<file path="src/hdl/ipr_pkg.sv">
// Shared types and constants for the integer pixel replication scaler.
// Used by the front end, the queue, the back end and the top level.
`timescale 1ns / 1ps
`default_nettype none

package ipr_pkg;

  localparam int PIX_W   = 8;
  localparam int DROW_W  = 8;
  localparam int DCOL_W  = 7;
  localparam int SW_W    = 5;
  localparam int SH_W    = 6;
  localparam int SCALE_W = 4;
  localparam int ADDR_W  = 4;
  localparam int DATA_W  = 32;

  // register byte offsets
  localparam logic [ADDR_W-1:0] REG_SRC_WIDTH    = 4'h0;
  localparam logic [ADDR_W-1:0] REG_SRC_HEIGHT   = 4'h4;
  localparam logic [ADDR_W-1:0] REG_WIDTH_SCALE  = 4'h8;
  localparam logic [ADDR_W-1:0] REG_HEIGHT_SCALE = 4'hC;

  // effective (clamped) configuration
  typedef struct packed {
    logic [SW_W-1:0]    width;
    logic [SH_W-1:0]    height;
    logic [SCALE_W-1:0] wscale;
    logic [SCALE_W-1:0] hscale;
  } cfg_t;

  // one classified source pixel waiting for replication
  typedef struct packed {
    logic [PIX_W-1:0]  pixel;
    logic [DROW_W-1:0] base_row;
    logic [DCOL_W-1:0] base_col;
    logic              last_pixel;
  } entry_t;

endpackage

`default_nettype wire

</file>
<file path="src/hdl/ipr_front.sv">
// Front end: accepts source pixels, tracks the source position and
// computes each cell's destination origin. Depends on ipr_pkg.
`timescale 1ns / 1ps
`default_nettype none

module ipr_front #(
  parameter int MAX_SRC_WIDTH  = 16,
  parameter int MAX_SRC_HEIGHT = 32
) (
  input  wire logic            clk,
  input  wire logic            rst_n,
  input  wire ipr_pkg::cfg_t   cfg,
  input  wire logic            in_valid,
  output logic                 in_ready,
  input  wire logic [ipr_pkg::PIX_W-1:0] in_pixel,
  input  wire logic            q_full,
  output logic                 q_push,
  output ipr_pkg::entry_t      q_entry
);

  localparam int COL_W = (MAX_SRC_WIDTH > 1) ? $clog2(MAX_SRC_WIDTH) : 1;
  localparam int ROW_W = (MAX_SRC_HEIGHT > 1) ? $clog2(MAX_SRC_HEIGHT) : 1;

  logic [COL_W-1:0] col_r, col_nxt, col_cur;
  logic [ROW_W-1:0] row_r, row_nxt, row_cur;
  logic             col_wrap;

  assign in_ready = !q_full;
  assign q_push   = in_valid && in_ready;

  always_comb begin
    // drop stale positions left beyond a shrunk frame
    col_cur = (ipr_pkg::SW_W'(col_r) >= cfg.width)  ? '0 : col_r;
    row_cur = (ipr_pkg::SH_W'(row_r) >= cfg.height) ? '0 : row_r;

    col_wrap = (ipr_pkg::SW_W'(col_cur) + 1'b1) >= cfg.width;
    col_nxt  = col_wrap ? '0 : col_cur + 1'b1;
    row_nxt  = row_cur;
    if (col_wrap) begin
      row_nxt = ((ipr_pkg::SH_W'(row_cur) + 1'b1) >= cfg.height) ? '0 : row_cur + 1'b1;
    end

    q_entry.pixel      = in_pixel;
    q_entry.base_row   = ipr_pkg::DROW_W'(row_cur) * ipr_pkg::DROW_W'(cfg.hscale);
    q_entry.base_col   = ipr_pkg::DCOL_W'(col_cur) * ipr_pkg::DCOL_W'(cfg.wscale);
    q_entry.last_pixel = (ipr_pkg::SH_W'(row_cur) == cfg.height - 1'b1) &&
                         (ipr_pkg::SW_W'(col_cur) == cfg.width - 1'b1);
  end

  always_ff @(posedge clk) begin
    if (!rst_n) begin
      col_r <= '0;
      row_r <= '0;
    end else if (q_push) begin
      col_r <= col_nxt;
      row_r <= row_nxt;
    end
  end

endmodule

`default_nettype wire

</file>
<file path="src/hdl/ipr_fifo.sv">
// Two-entry queue of classified pixels between front end and back end.
// Depends on ipr_pkg.
`timescale 1ns / 1ps
`default_nettype none

module ipr_fifo (
  input  wire logic            clk,
  input  wire logic            rst_n,
  input  wire logic            push,
  input  wire ipr_pkg::entry_t push_entry,
  output logic                 full,
  input  wire logic            pop,
  output logic                 empty,
  output ipr_pkg::entry_t      head
);

  ipr_pkg::entry_t slot_r [2];
  logic            wptr_r, rptr_r;
  logic [1:0]      count_r, count_nxt;

  assign full  = count_r == 2'd2;
  assign empty = count_r == 2'd0;
  assign head  = slot_r[rptr_r];

  always_comb begin
    count_nxt = count_r;
    if (push && !(pop && !empty)) count_nxt = count_r + 1'b1;
    else if (!push && pop && !empty) count_nxt = count_r - 1'b1;
  end

  always_ff @(posedge clk) begin
    if (push) slot_r[wptr_r] <= push_entry;
  end

  always_ff @(posedge clk) begin
    if (!rst_n) begin
      wptr_r  <= 1'b0;
      rptr_r  <= 1'b0;
      count_r <= 2'd0;
    end else begin
      if (push)           wptr_r <= ~wptr_r;
      if (pop && !empty)  rptr_r <= ~rptr_r;
      count_r <= count_nxt;
    end
  end

endmodule

`default_nettype wire

</file>
<file path="src/hdl/ipr_back.sv">
// Back end: walks each queued cell row by row, column by column, and
// drives one destination write per cycle while the output is taken, through an output register.
// Depends on ipr_pkg.
`timescale 1ns / 1ps
`default_nettype none

module ipr_back #(
  parameter int MAX_SCALE = 8
) (
  input  wire logic            clk,
  input  wire logic            rst_n,
  input  wire ipr_pkg::cfg_t   cfg,
  input  wire logic            q_empty,
  input  wire ipr_pkg::entry_t q_head,
  output logic                 q_pop,
  output logic                 out_valid,
  input  wire logic            out_ready,
  output logic [ipr_pkg::DROW_W-1:0] out_dest_row,
  output logic [ipr_pkg::DCOL_W-1:0] out_dest_col,
  output logic [ipr_pkg::PIX_W-1:0]  out_pixel,
  output logic                 out_cell_done,
  output logic                 out_frame_done
);

  localparam int SC_W = (MAX_SCALE > 1) ? $clog2(MAX_SCALE) : 1;

  logic [SC_W-1:0] cr_r, cr_nxt, cc_r, cc_nxt;
  logic            last_col, last_row, slot_free, fire;

  logic                       valid_r;
  logic [ipr_pkg::DROW_W-1:0] row_r;
  logic [ipr_pkg::DCOL_W-1:0] col_r;
  logic [ipr_pkg::PIX_W-1:0]  pix_r;
  logic                       cell_r, frame_r;

  assign slot_free = !valid_r || out_ready;
  assign fire      = slot_free && !q_empty;
  assign last_col  = ipr_pkg::SCALE_W'(cc_r) == cfg.wscale - 1'b1;
  assign last_row  = ipr_pkg::SCALE_W'(cr_r) == cfg.hscale - 1'b1;
  assign q_pop     = fire && last_col && last_row;

  always_comb begin
    cc_nxt = cc_r;
    cr_nxt = cr_r;
    if (fire) begin
      if (last_col) begin
        cc_nxt = '0;
        cr_nxt = last_row ? '0 : cr_r + 1'b1;
      end else begin
        cc_nxt = cc_r + 1'b1;
      end
    end
  end

  always_ff @(posedge clk) begin
    if (!rst_n) begin
      cc_r    <= '0;
      cr_r    <= '0;
      valid_r <= 1'b0;
    end else begin
      cc_r <= cc_nxt;
      cr_r <= cr_nxt;
      if (slot_free) valid_r <= !q_empty;
    end
  end

  always_ff @(posedge clk) begin
    if (fire) begin
      row_r   <= q_head.base_row + ipr_pkg::DROW_W'(cr_r);
      col_r   <= q_head.base_col + ipr_pkg::DCOL_W'(cc_r);
      pix_r   <= q_head.pixel;
      cell_r  <= last_col && last_row;
      frame_r <= last_col && last_row && q_head.last_pixel;
    end
  end

  assign out_valid      = valid_r;
  assign out_dest_row   = row_r;
  assign out_dest_col   = col_r;
  assign out_pixel      = pix_r;
  assign out_cell_done  = cell_r;
  assign out_frame_done = frame_r;

  a_frame_implies_cell: assert property (@(posedge clk) disable iff (!rst_n)
    valid_r && frame_r |-> cell_r)
    else $error("frame_done without cell_done");

  a_col_in_range: assert property (@(posedge clk) disable iff (!rst_n)
    ipr_pkg::SCALE_W'(cc_r) < cfg.wscale)
    else $error("cell column counter out of range");

  a_row_in_range: assert property (@(posedge clk) disable iff (!rst_n)
    ipr_pkg::SCALE_W'(cr_r) < cfg.hscale)
    else $error("cell row counter out of range");

  a_pop_on_cell_end: assert property (@(posedge clk) disable iff (!rst_n)
    q_pop |=> valid_r && cell_r)
    else $error("queue popped without a cell-done write");

endmodule

`default_nettype wire

</file>
<file path="src/hdl/integer_pixel_replication_scaler.sv">
// Integer pixel replication scaler. Each accepted source pixel produces
// height_scale * width_scale destination writes, one per clock while the
// output is taken, counted out by the back end's cell row and column
// counters. The front end accepts a new pixel every cycle while its
// two-entry queue has room, and the result register is reloaded in the
// same cycle its write is taken, so writes leave back to back.
// Registers at byte offsets 0, 4, 8, 12: src_width, src_height,
// width_scale, height_scale; zero acts as one and large values saturate.
// Depends on ipr_pkg, ipr_front, ipr_fifo, ipr_back.
`timescale 1ns / 1ps
`default_nettype none

module integer_pixel_replication_scaler #(
  parameter int MAX_SRC_WIDTH  = 16,
  parameter int MAX_SRC_HEIGHT = 32,
  parameter int MAX_SCALE      = 8
) (
  input  wire logic                        clk,
  input  wire logic                        rst_n,
  input  wire logic                        cfg_psel,
  input  wire logic                        cfg_penable,
  input  wire logic                        cfg_pwrite,
  input  wire logic [ipr_pkg::ADDR_W-1:0]  cfg_paddr,
  input  wire logic [ipr_pkg::DATA_W-1:0]  cfg_pwdata,
  output logic [ipr_pkg::DATA_W-1:0]       cfg_prdata,
  output logic                             cfg_pready,
  input  wire logic                        in_valid,
  output logic                             in_ready,
  input  wire logic [ipr_pkg::PIX_W-1:0]   in_pixel_in,
  output logic                             out_valid,
  input  wire logic                        out_ready,
  output logic [ipr_pkg::DROW_W-1:0]       out_dest_row,
  output logic [ipr_pkg::DCOL_W-1:0]       out_dest_col,
  output logic [ipr_pkg::PIX_W-1:0]        out_pixel_out,
  output logic                             out_cell_done,
  output logic                             out_frame_done
);

  logic [ipr_pkg::SW_W-1:0]    src_width_r;
  logic [ipr_pkg::SH_W-1:0]    src_height_r;
  logic [ipr_pkg::SCALE_W-1:0] width_scale_r, height_scale_r;
  logic                        wr_en;
  logic [ipr_pkg::ADDR_W-1:0]  reg_addr;
  ipr_pkg::cfg_t               cfg;

  ipr_pkg::entry_t q_entry, q_head;
  logic            q_push, q_pop, q_full, q_empty;

  assign cfg_pready = 1'b1;
  assign wr_en      = cfg_psel && cfg_penable && cfg_pwrite && cfg_pready;
  assign reg_addr   = {cfg_paddr[ipr_pkg::ADDR_W-1:2], 2'b00};

  always_ff @(posedge clk) begin
    if (!rst_n) begin
      src_width_r    <= ipr_pkg::SW_W'(10);
      src_height_r   <= ipr_pkg::SH_W'(20);
      width_scale_r  <= ipr_pkg::SCALE_W'(1);
      height_scale_r <= ipr_pkg::SCALE_W'(1);
    end else if (wr_en) begin
      case (reg_addr)
        ipr_pkg::REG_SRC_WIDTH:    src_width_r    <= cfg_pwdata[ipr_pkg::SW_W-1:0];
        ipr_pkg::REG_SRC_HEIGHT:   src_height_r   <= cfg_pwdata[ipr_pkg::SH_W-1:0];
        ipr_pkg::REG_WIDTH_SCALE:  width_scale_r  <= cfg_pwdata[ipr_pkg::SCALE_W-1:0];
        ipr_pkg::REG_HEIGHT_SCALE: height_scale_r <= cfg_pwdata[ipr_pkg::SCALE_W-1:0];
        default: ;
      endcase
    end
  end

  always_comb begin
    case (reg_addr)
      ipr_pkg::REG_SRC_WIDTH:    cfg_prdata = ipr_pkg::DATA_W'(src_width_r);
      ipr_pkg::REG_SRC_HEIGHT:   cfg_prdata = ipr_pkg::DATA_W'(src_height_r);
      ipr_pkg::REG_WIDTH_SCALE:  cfg_prdata = ipr_pkg::DATA_W'(width_scale_r);
      ipr_pkg::REG_HEIGHT_SCALE: cfg_prdata = ipr_pkg::DATA_W'(height_scale_r);
      default:                   cfg_prdata = '0;
    endcase
  end

  // clamp each register into its legal range
  always_comb begin
    cfg.width = src_width_r;
    if (src_width_r == '0) cfg.width = ipr_pkg::SW_W'(1);
    else if (src_width_r > ipr_pkg::SW_W'(MAX_SRC_WIDTH))
      cfg.width = ipr_pkg::SW_W'(MAX_SRC_WIDTH);

    cfg.height = src_height_r;
    if (src_height_r == '0) cfg.height = ipr_pkg::SH_W'(1);
    else if (src_height_r > ipr_pkg::SH_W'(MAX_SRC_HEIGHT))
      cfg.height = ipr_pkg::SH_W'(MAX_SRC_HEIGHT);

    cfg.wscale = width_scale_r;
    if (width_scale_r == '0) cfg.wscale = ipr_pkg::SCALE_W'(1);
    else if (width_scale_r > ipr_pkg::SCALE_W'(MAX_SCALE))
      cfg.wscale = ipr_pkg::SCALE_W'(MAX_SCALE);

    cfg.hscale = height_scale_r;
    if (height_scale_r == '0) cfg.hscale = ipr_pkg::SCALE_W'(1);
    else if (height_scale_r > ipr_pkg::SCALE_W'(MAX_SCALE))
      cfg.hscale = ipr_pkg::SCALE_W'(MAX_SCALE);
  end

  ipr_front #(
    .MAX_SRC_WIDTH  (MAX_SRC_WIDTH),
    .MAX_SRC_HEIGHT (MAX_SRC_HEIGHT)
  ) u_front (
    .clk      (clk),
    .rst_n    (rst_n),
    .cfg      (cfg),
    .in_valid (in_valid),
    .in_ready (in_ready),
    .in_pixel (in_pixel_in),
    .q_full   (q_full),
    .q_push   (q_push),
    .q_entry  (q_entry)
  );

  ipr_fifo u_fifo (
    .clk        (clk),
    .rst_n      (rst_n),
    .push       (q_push),
    .push_entry (q_entry),
    .full       (q_full),
    .pop        (q_pop),
    .empty      (q_empty),
    .head       (q_head)
  );

  ipr_back #(
    .MAX_SCALE (MAX_SCALE)
  ) u_back (
    .clk            (clk),
    .rst_n          (rst_n),
    .cfg            (cfg),
    .q_empty        (q_empty),
    .q_head         (q_head),
    .q_pop          (q_pop),
    .out_valid      (out_valid),
    .out_ready      (out_ready),
    .out_dest_row   (out_dest_row),
    .out_dest_col   (out_dest_col),
    .out_pixel      (out_pixel_out),
    .out_cell_done  (out_cell_done),
    .out_frame_done (out_frame_done)
  );

endmodule

`default_nettype wire

</file>
<file path="config.mk">
export PLATFORM = sky130hd
export DESIGN_NAME = integer_pixel_replication_scaler
export DESIGN_NICKNAME = d
export VERILOG_FILES = /design/src/hdl/ipr_pkg.sv /design/src/hdl/ipr_front.sv /design/src/hdl/ipr_fifo.sv /design/src/hdl/ipr_back.sv /design/src/hdl/integer_pixel_replication_scaler.sv
export SDC_FILE = /design/constraint.sdc
export NUM_CORES = 1
export LEC_CHECK = 0
export BUFFER_PORTS_ARGS = -buffer_cell sky130_fd_sc_hd__buf_2
export CORE_MARGIN = 2
export CORE_UTILIZATION = 62
export DETAILED_ROUTE_END_ITERATION = 12
export PLACE_DENSITY = 0.86
export SLEW_MARGIN = 10
export SYNTH_ARGS = -nofsm -noshare
export SYNTH_HDL_FRONTEND = slang
export SYNTH_SLANG_ARGS = --single-unit
</file>
<file path="constraint.sdc">
create_clock -name clk -period 7.4 [get_ports clk]
set_clock_uncertainty 0.2 [all_clocks]
set_input_delay 0.37 -clock clk [delete_from_list [all_inputs] [get_ports clk]]
set_output_delay 0.37 -clock clk [all_outputs]
set_load 0.01 [all_outputs]
</file>
==> impl_metrics.csv, run 1 <==
group,metric,value,unit
critical_path,critical_path.cell_chain,"nor4_1 -> o21ai_0 -> inv_1 -> ha_1 -> nor3b_1 -> o21ai_1 -> nand2_1 -> nand2_1 -> inv_1 -> nand2_1 -> fa_1 -> inv_1 -> fa_1 -> ha_1 -> a21o_1 -> a21oi_1 -> o21bai_1 -> a21oi_1 -> xor2_1 -> xnor2_1",
sta,slew_viol_final,0,
synth,synthFlopType,"edfxtp_1",
critical_path,path_max_fanout,15,
floorplan,core_area,10800,um^2
job,maxCapViolations,0,
synth,synthCells,637,
clocking,clockRootBuffer,"clkbuf_8",
place,gp_congestion,0.901,
cells_and_area,seqCellArea,2990,um^2
cells_and_area,finalCoreUtilization,72.5,%
sta,min_period,5.30,ns
critical_path,crit_buf_inv,3,
sta,grt_setup_unrepaired,"false",
synth,synth_edf_count,73,
critical_path,crit_type,"reg2reg",
sta,slew_headroom,17.1,%
floorplan,initial_core_util,63.7,%
clocking,clk_latency,0.52,ns
clocking,cts.htree.levels,4,
clocking,cts_sinks,113,
global_route,grtUsageTotal,26.0,%
floorplan,die_w,110,um
clocking,clock_path_buffers,2,
drt,drt-total-wl,14400,um
clocking,clk_pin_slew,0.06,ns
drt,wl_per_cell,16.8,um
synth,yosysUniqueCellTypes,69,
floorplan,die_area,12000,um^2
global_route,overflow,0,
place,post-dp-hpwl,10000,um
global_route,grt_max_degree,41,
critical_path,r2r_cells,20,
cells_and_area,multi_input_area,3530,um^2
cells_and_area,final_nets,820,
clocking,cts_tree,"built",
synth,syn_area_per_cell,10.8,um^2
pwr,ir_worst_vdd,0.178,mV
drt,drt_iter0_drc,197,
sta,finalSetupViolCount,0,
sta,hold_viol,0,
critical_path,crit_family,"adder cells",
synth,yosysSeqAreaShare,43.3,%
global_route,grt_pass1_vias,4911,
global_route,grt_pass1_wl,23500,um
sta,tns,0,ns
clocking,post-cts-setup-buffers,0,
cells_and_area,fillers,742,
place,numPortBuffers,55,
cells_and_area,instances_no_fill,855,
drt,drt_pass1_iterations,5,
floorplan,fp.dieH,110,um
critical_path,end_kind,"flip-flop",
clocking,numCtsBuffers,17,
place,placed_cells,809,
floorplan,num_io_pins,111,
sta,worst_slew_pin_slew,1.24,ns
synth,synthArstFlopShare,0,%
critical_path,crit_arrival,5.35,ns
synth,syn_area,6910,um^2
critical_path,cpPeakStageDelay,0.56,ns
global_route,antenna_found_initial,0,
drt,drc,0,
pwr,p_leak,3.37,nW
hold_path,hold_class,"in2reg",
critical_path,cp_slowest_cell,"fa_1",
cells_and_area,layout.cells.most_common_list,"edfxtp_1, ha_1, buf_2",
synth,ys_ff_latch,113,
drt,viasPerCell,5.73,
sta,min_period_over_period,71.6,%
hold_path,holdPathStages,3,
pwr,powerDensity,260,nW/um^2
cells_and_area,drive_gt1_share,16.6,%
synth,ys_warn_count,0,
critical_path,worstSetupPathDepth,20,
cells_and_area,antenna_cells,0,
drt,dr_total_vias,4896,
cells_and_area,final_common_cell,"edfxtp_1",
drt,postRouteAntennaNets,0,
critical_path,crit_path_start_kind,"flip-flop",
floorplan,num_rows,38,
sta,max_freq,0.189,GHz
critical_path,critPathRequiredTime,7.46,ns
run_status,status,"completed",
cells_and_area,syn_to_final_growth,13.8,%
## sequential cells by signal, indices dropped and copies added, names as in the netlist, named ones only
register               count
u_front.row_r              5
u_back.cc_r                3
height_scale_r             4
u_back.out_valid           1
u_back.out_dest_col        7
u_back.out_frame_done      1
u_back.cr_r                3
src_width_r                5
u_back.out_cell_done       1
u_fifo.slot_r             48
u_fifo.count_r             2
u_fifo.wptr_r              1
u_back.out_dest_row        8
width_scale_r              4
src_height_r               6
u_fifo.rptr_r              1
u_front.col_r              4
u_back.out_pixel           8
## tightest hold or removal path, cell delays in order
cell and delay (ns):
buf_2 0.14, a21oi_1 0.13, a31o_1 0.10
## final cells by class
class | count | share of cell area, %
Inverter | 45 | 2.15
Tap cell | 140 | 2.23
Timing Repair Buffer | 71 | 5.48
Clock inverter | 14 | 1.80
Clock buffer | 18 | 5.32
Sequential cell | 113 | 38.1
Multi-Input combinational cell | 454 | 45.0
## repair_timing
action | 4_1_cts | 5_1_grt
gates resized for setup | 0 | 0
hold endpoints to repair | 32 | 0
hold buffers | 14 | 0
## worst paths after layout
| check | to | from | slack [ns] |
|---|---|---|---|
| worst max-delay path | u_fifo.slot_r[0][15]$_DFFE_PP_ | src_height_r[2]$_SDFFE_PN1P_ | 2.10 |
| worst min-delay path | u_fifo.count_r[1]$_SDFFE_PN0P_ | in_valid | 0.05 |
| worst max register to register | u_fifo.slot_r[0][15]$_DFFE_PP_ | src_height_r[2]$_SDFFE_PN1P_ | 2.10 |
| worst min register to register | width_scale_r[0]$_SDFFE_PN1P_ | width_scale_r[0]$_SDFFE_PN1P_ | 0.33 |
## power breakdown
part	internal (mW)	total (mW)	leakage (nW)	switching, mW
Combinational	0.180	0.434	2.09	0.255
Clock	0.476	0.762	0.258	0.286
Sequential	0.803	0.844	1.02	0.0414
## metal layers
metal	routed length, um	vias to the layer above	GRT usage [%]
li1	-	2332	-
met4	377	0	11.7
met1	5830	2354	30.6
met2	7380	173	46.1
met5	0	-	0
met3	818	37	4.62
## cells by family after synthesis
family	after synthesis	synth area share (%)
simple gates	187	14.1
mux	42	7.08
buf+inv	95	6.87
compound gates	89	9.48
other cells	2	0.109
flops	113	43.3
fa+ha+maj	67	13.4
xor+xnor	42	5.60
## cell usage after synthesis, drive strengths merged (8+ instances only)
| master | number | area share [%] |
|---|---|---|
| a21o | 8 | 0.87 |
| a21oi | 18 | 1.3 |
| and2 | 8 | 0.72 |
| buf | 35 | 3.6 |
| clkbuf | 15 | 0.82 |
| dfxtp | 40 | 12 |
| edfxtp | 73 | 32 |
| fa | 12 | 3.5 |
| ha | 55 | 10 |
| inv | 45 | 2.4 |
| mux2 | 12 | 2.0 |
| mux2i | 26 | 3.8 |
| nand2 | 46 | 2.5 |
| nand2b | 10 | 0.91 |
| nand3 | 21 | 1.5 |
| nor2 | 38 | 2.1 |
| nor2b | 26 | 2.4 |
| nor3 | 9 | 0.72 |
| o21ai | 12 | 0.87 |
| xnor2 | 28 | 3.8 |
| xor2 | 14 | 1.8 |
## through the flow
step	power (mW)	hold WS (ns)	area, um^2	setup slack (ns)
global route	2.13	0.0859	7860	1.59
CTS	2.05	0.0351	7860	2.14
global placement	1.25	0.309	7160	2.31
finish	2.04	0.0527	7860	2.10
floorplan	1.15	0.250	7000	2.60
detailed placement	1.28	0.308	7160	2.15
Power figures use the tool's default switching activity.
==> inputs of run 2 (changes only) <==
- CORE_UTILIZATION: 62 -> 57
- PLACE_DENSITY: 0.86 -> 0.8
- clock period: 7.4 -> 4.9 ns (I/O delays scaled with it)
==> impl_metrics.csv, run 2 (synthesized netlist as in run 1, its figures left out) <==
group,metric,value,unit
drt,drc,0,
global_route,grt_max_degree,41,
pwr,p_leak,3.47,nW
cells_and_area,syn_to_final_growth,16.9,%
critical_path,path_max_fanout,9,
cells_and_area,drive_gt1_share,20.4,%
floorplan,fp.dieH,114,um
sta,slew_viol_final,0,
place,numPortBuffers,55,
floorplan,die_w,114,um
drt,met1_length,5920,um
cells_and_area,final_nets,836,
place,placed_cells,829,
critical_path,rrSetupSlack,0.24,ns
clocking,cts_sinks,113,
place,post-dp-hpwl,9850,um
cells_and_area,largest_reg_flops,48,
floorplan,initial_core_util,58.0,%
run_status,status,"completed",
sta,max_freq,0.215,GHz
drt,dr_wl_met2,7310,um
sta,min_period_over_period,95.1,%
drt,wl_met3,673,um
drt,dr_total_vias,4842,
cells_and_area,instances_no_fill,878,
floorplan,num_io_pins,111,
pwr,ir_worst_vdd,0.185,mV
sta,setup_slack,0.239,ns
critical_path,crit_type,"reg2reg",
clocking,clk_latency,0.40,ns
clocking,numCtsBuffers,17,
cells_and_area,antenna_cells,0,
clocking,cts_tree,"built",
cells_and_area,layout.cells.most_common_list,"edfxtp_1, ha_1, buf_2",
cells_and_area,final_common_cell,"edfxtp_1",
floorplan,die_area,13000,um^2
clocking,clockRootBuffer,"clkbuf_16",
job,maxCapViolations,0,
hold_path,hold_class,"in2reg",
place,gp_congestion,0.859,
critical_path,critPathRequiredTime,4.84,ns
global_route,grtUsageTotal,22.5,%
drt,postRouteAntennaNets,0,
drt,wl_per_cell,16.0,um
global_route,antenna_found_initial,0,
global_route,grt_pass1_wl,23200,um
sta,min_period,4.66,ns
critical_path,end_kind,"flip-flop",
drt,viasPerCell,5.51,
drt,drt_pass1_iterations,7,
sta,hold_viol,0,
critical_path,crit_arrival,4.61,ns
sta,finalSetupViolCount,0,
sta,worst_slew_pin_slew,1.16,ns
clocking,clock_path_buffers,2,
drt,dr.max_layer_used,"met4",
place,dp_slack,0.0287,ns
drt,drt-total-wl,14100,um
floorplan,num_rows,40,
clocking,cts.htree.levels,4,
sta,slew_headroom,22.9,%
critical_path,crit_path_start_kind,"flip-flop",
global_route,grt_pass1_vias,4918,
cells_and_area,regMostFlops,"u_fifo.slot_r",
pwr,powerDensity,393,nW/um^2
clocking,clk_pin_slew,0.06,ns
floorplan,core_area,11900,um^2
global_route,overflow,0,
drt,drt_iter0_drc,341,
run 2: changes by cell type in the layout (fill, tap and decap cells not counted), moves of 3 or more:
cell	before	now
buf_4	2	18
dfxtp_1	40	36
inv_1	44	40
inv_2	1	5
dfxtp_2	0	4
clkinvlp_4	5	2
run 2: final timing paths:
check,start,end,cells after the start
max,src_width_r[4]$_SDFFE_PN0P_,u_fifo.slot_r[0][7]$_DFFE_PP_,18
min,in_valid,u_fifo.count_r[1]$_SDFFE_PN0P_,3
max reg2reg,src_width_r[4]$_SDFFE_PN0P_,u_fifo.slot_r[0][7]$_DFFE_PP_,18
min reg2reg,height_scale_r[0]$_SDFFE_PN1P_,height_scale_r[0]$_SDFFE_PN1P_,2
run 2: through the flow:
stage / cell area [um^2] / util, % / total power [mW] / hold slack, ns / TNS, ns
6_report: 8070 / 67.7 / 3.17 / 0.0524 / 0
4_1_cts: 8000 / 67.2 / 3.18 / 0.0424 / 0
3_5_place_dp: 7270 / 61.0 / 1.93 / 0.241 / 0
3_3_place_gp: 7270 / 61.0 / 1.90 / 0.238 / 0
2_1_floorplan: 7000 / - / 1.74 / 0.144 / 0
5_1_grt: 8070 / 67.7 / 3.31 / 0.0688 / -0.114
run 2: metal layers:
| layer | global-route usage (%) | up-vias |
|---|---|---|
| li1 | - | 2355 |
| met1 | 26.7 | 2321 |
| met2 | 40.7 | 148 |
| met3 | 4.66 | 18 |
| met4 | 7.72 | 0 |
| met5 | 0 | - |
run 2: power by group:
group	switching (mW)	leakage, nW	internal (mW)
sequential	0.0888	1.03	1.21
combinational	0.347	2.16	0.279
clock	0.439	0.285	0.802
total	0.875	3.47	2.29
run 2: final cells by class:
type | count | area [um^2]
clock buffer | 20 | 437
clock inverter | 12 | 159
fill | 882 | 3840
inverter | 45 | 169
multi-input combinational | 454 | 3570
sequential | 113 | 3000
tap | 147 | 184
timing repair buffer | 87 | 551
run 2: timing repair:
| action | CTS | global route |
|---|---|---|
| endpoints found under the hold margin | 33 | 0 |
| setup buffers | 0 | 3 |
| resized for setup | 0 | 16 |
| hold buffers | 14 | 0 |
| endpoints found under the setup margin | 0 | 6 |
run 2: worst max-delay path: stages (launching register included):
cell and delay (ns):
dfxtp_2 0.38, inv_1 0.20, nand2_1 0.17, ha_1 0.35, a2111oi_4 0.39, or3_4 0.21
nand2_1 0.11, inv_2 0.10, nand2_1 0.07, fa_1 0.52, inv_1 0.06, fa_1 0.56
inv_1 0.07, fa_1 0.45, inv_1 0.07, a21o_1 0.10, a21oi_1 0.07, xnor2_1 0.20
xnor2_1 0.12
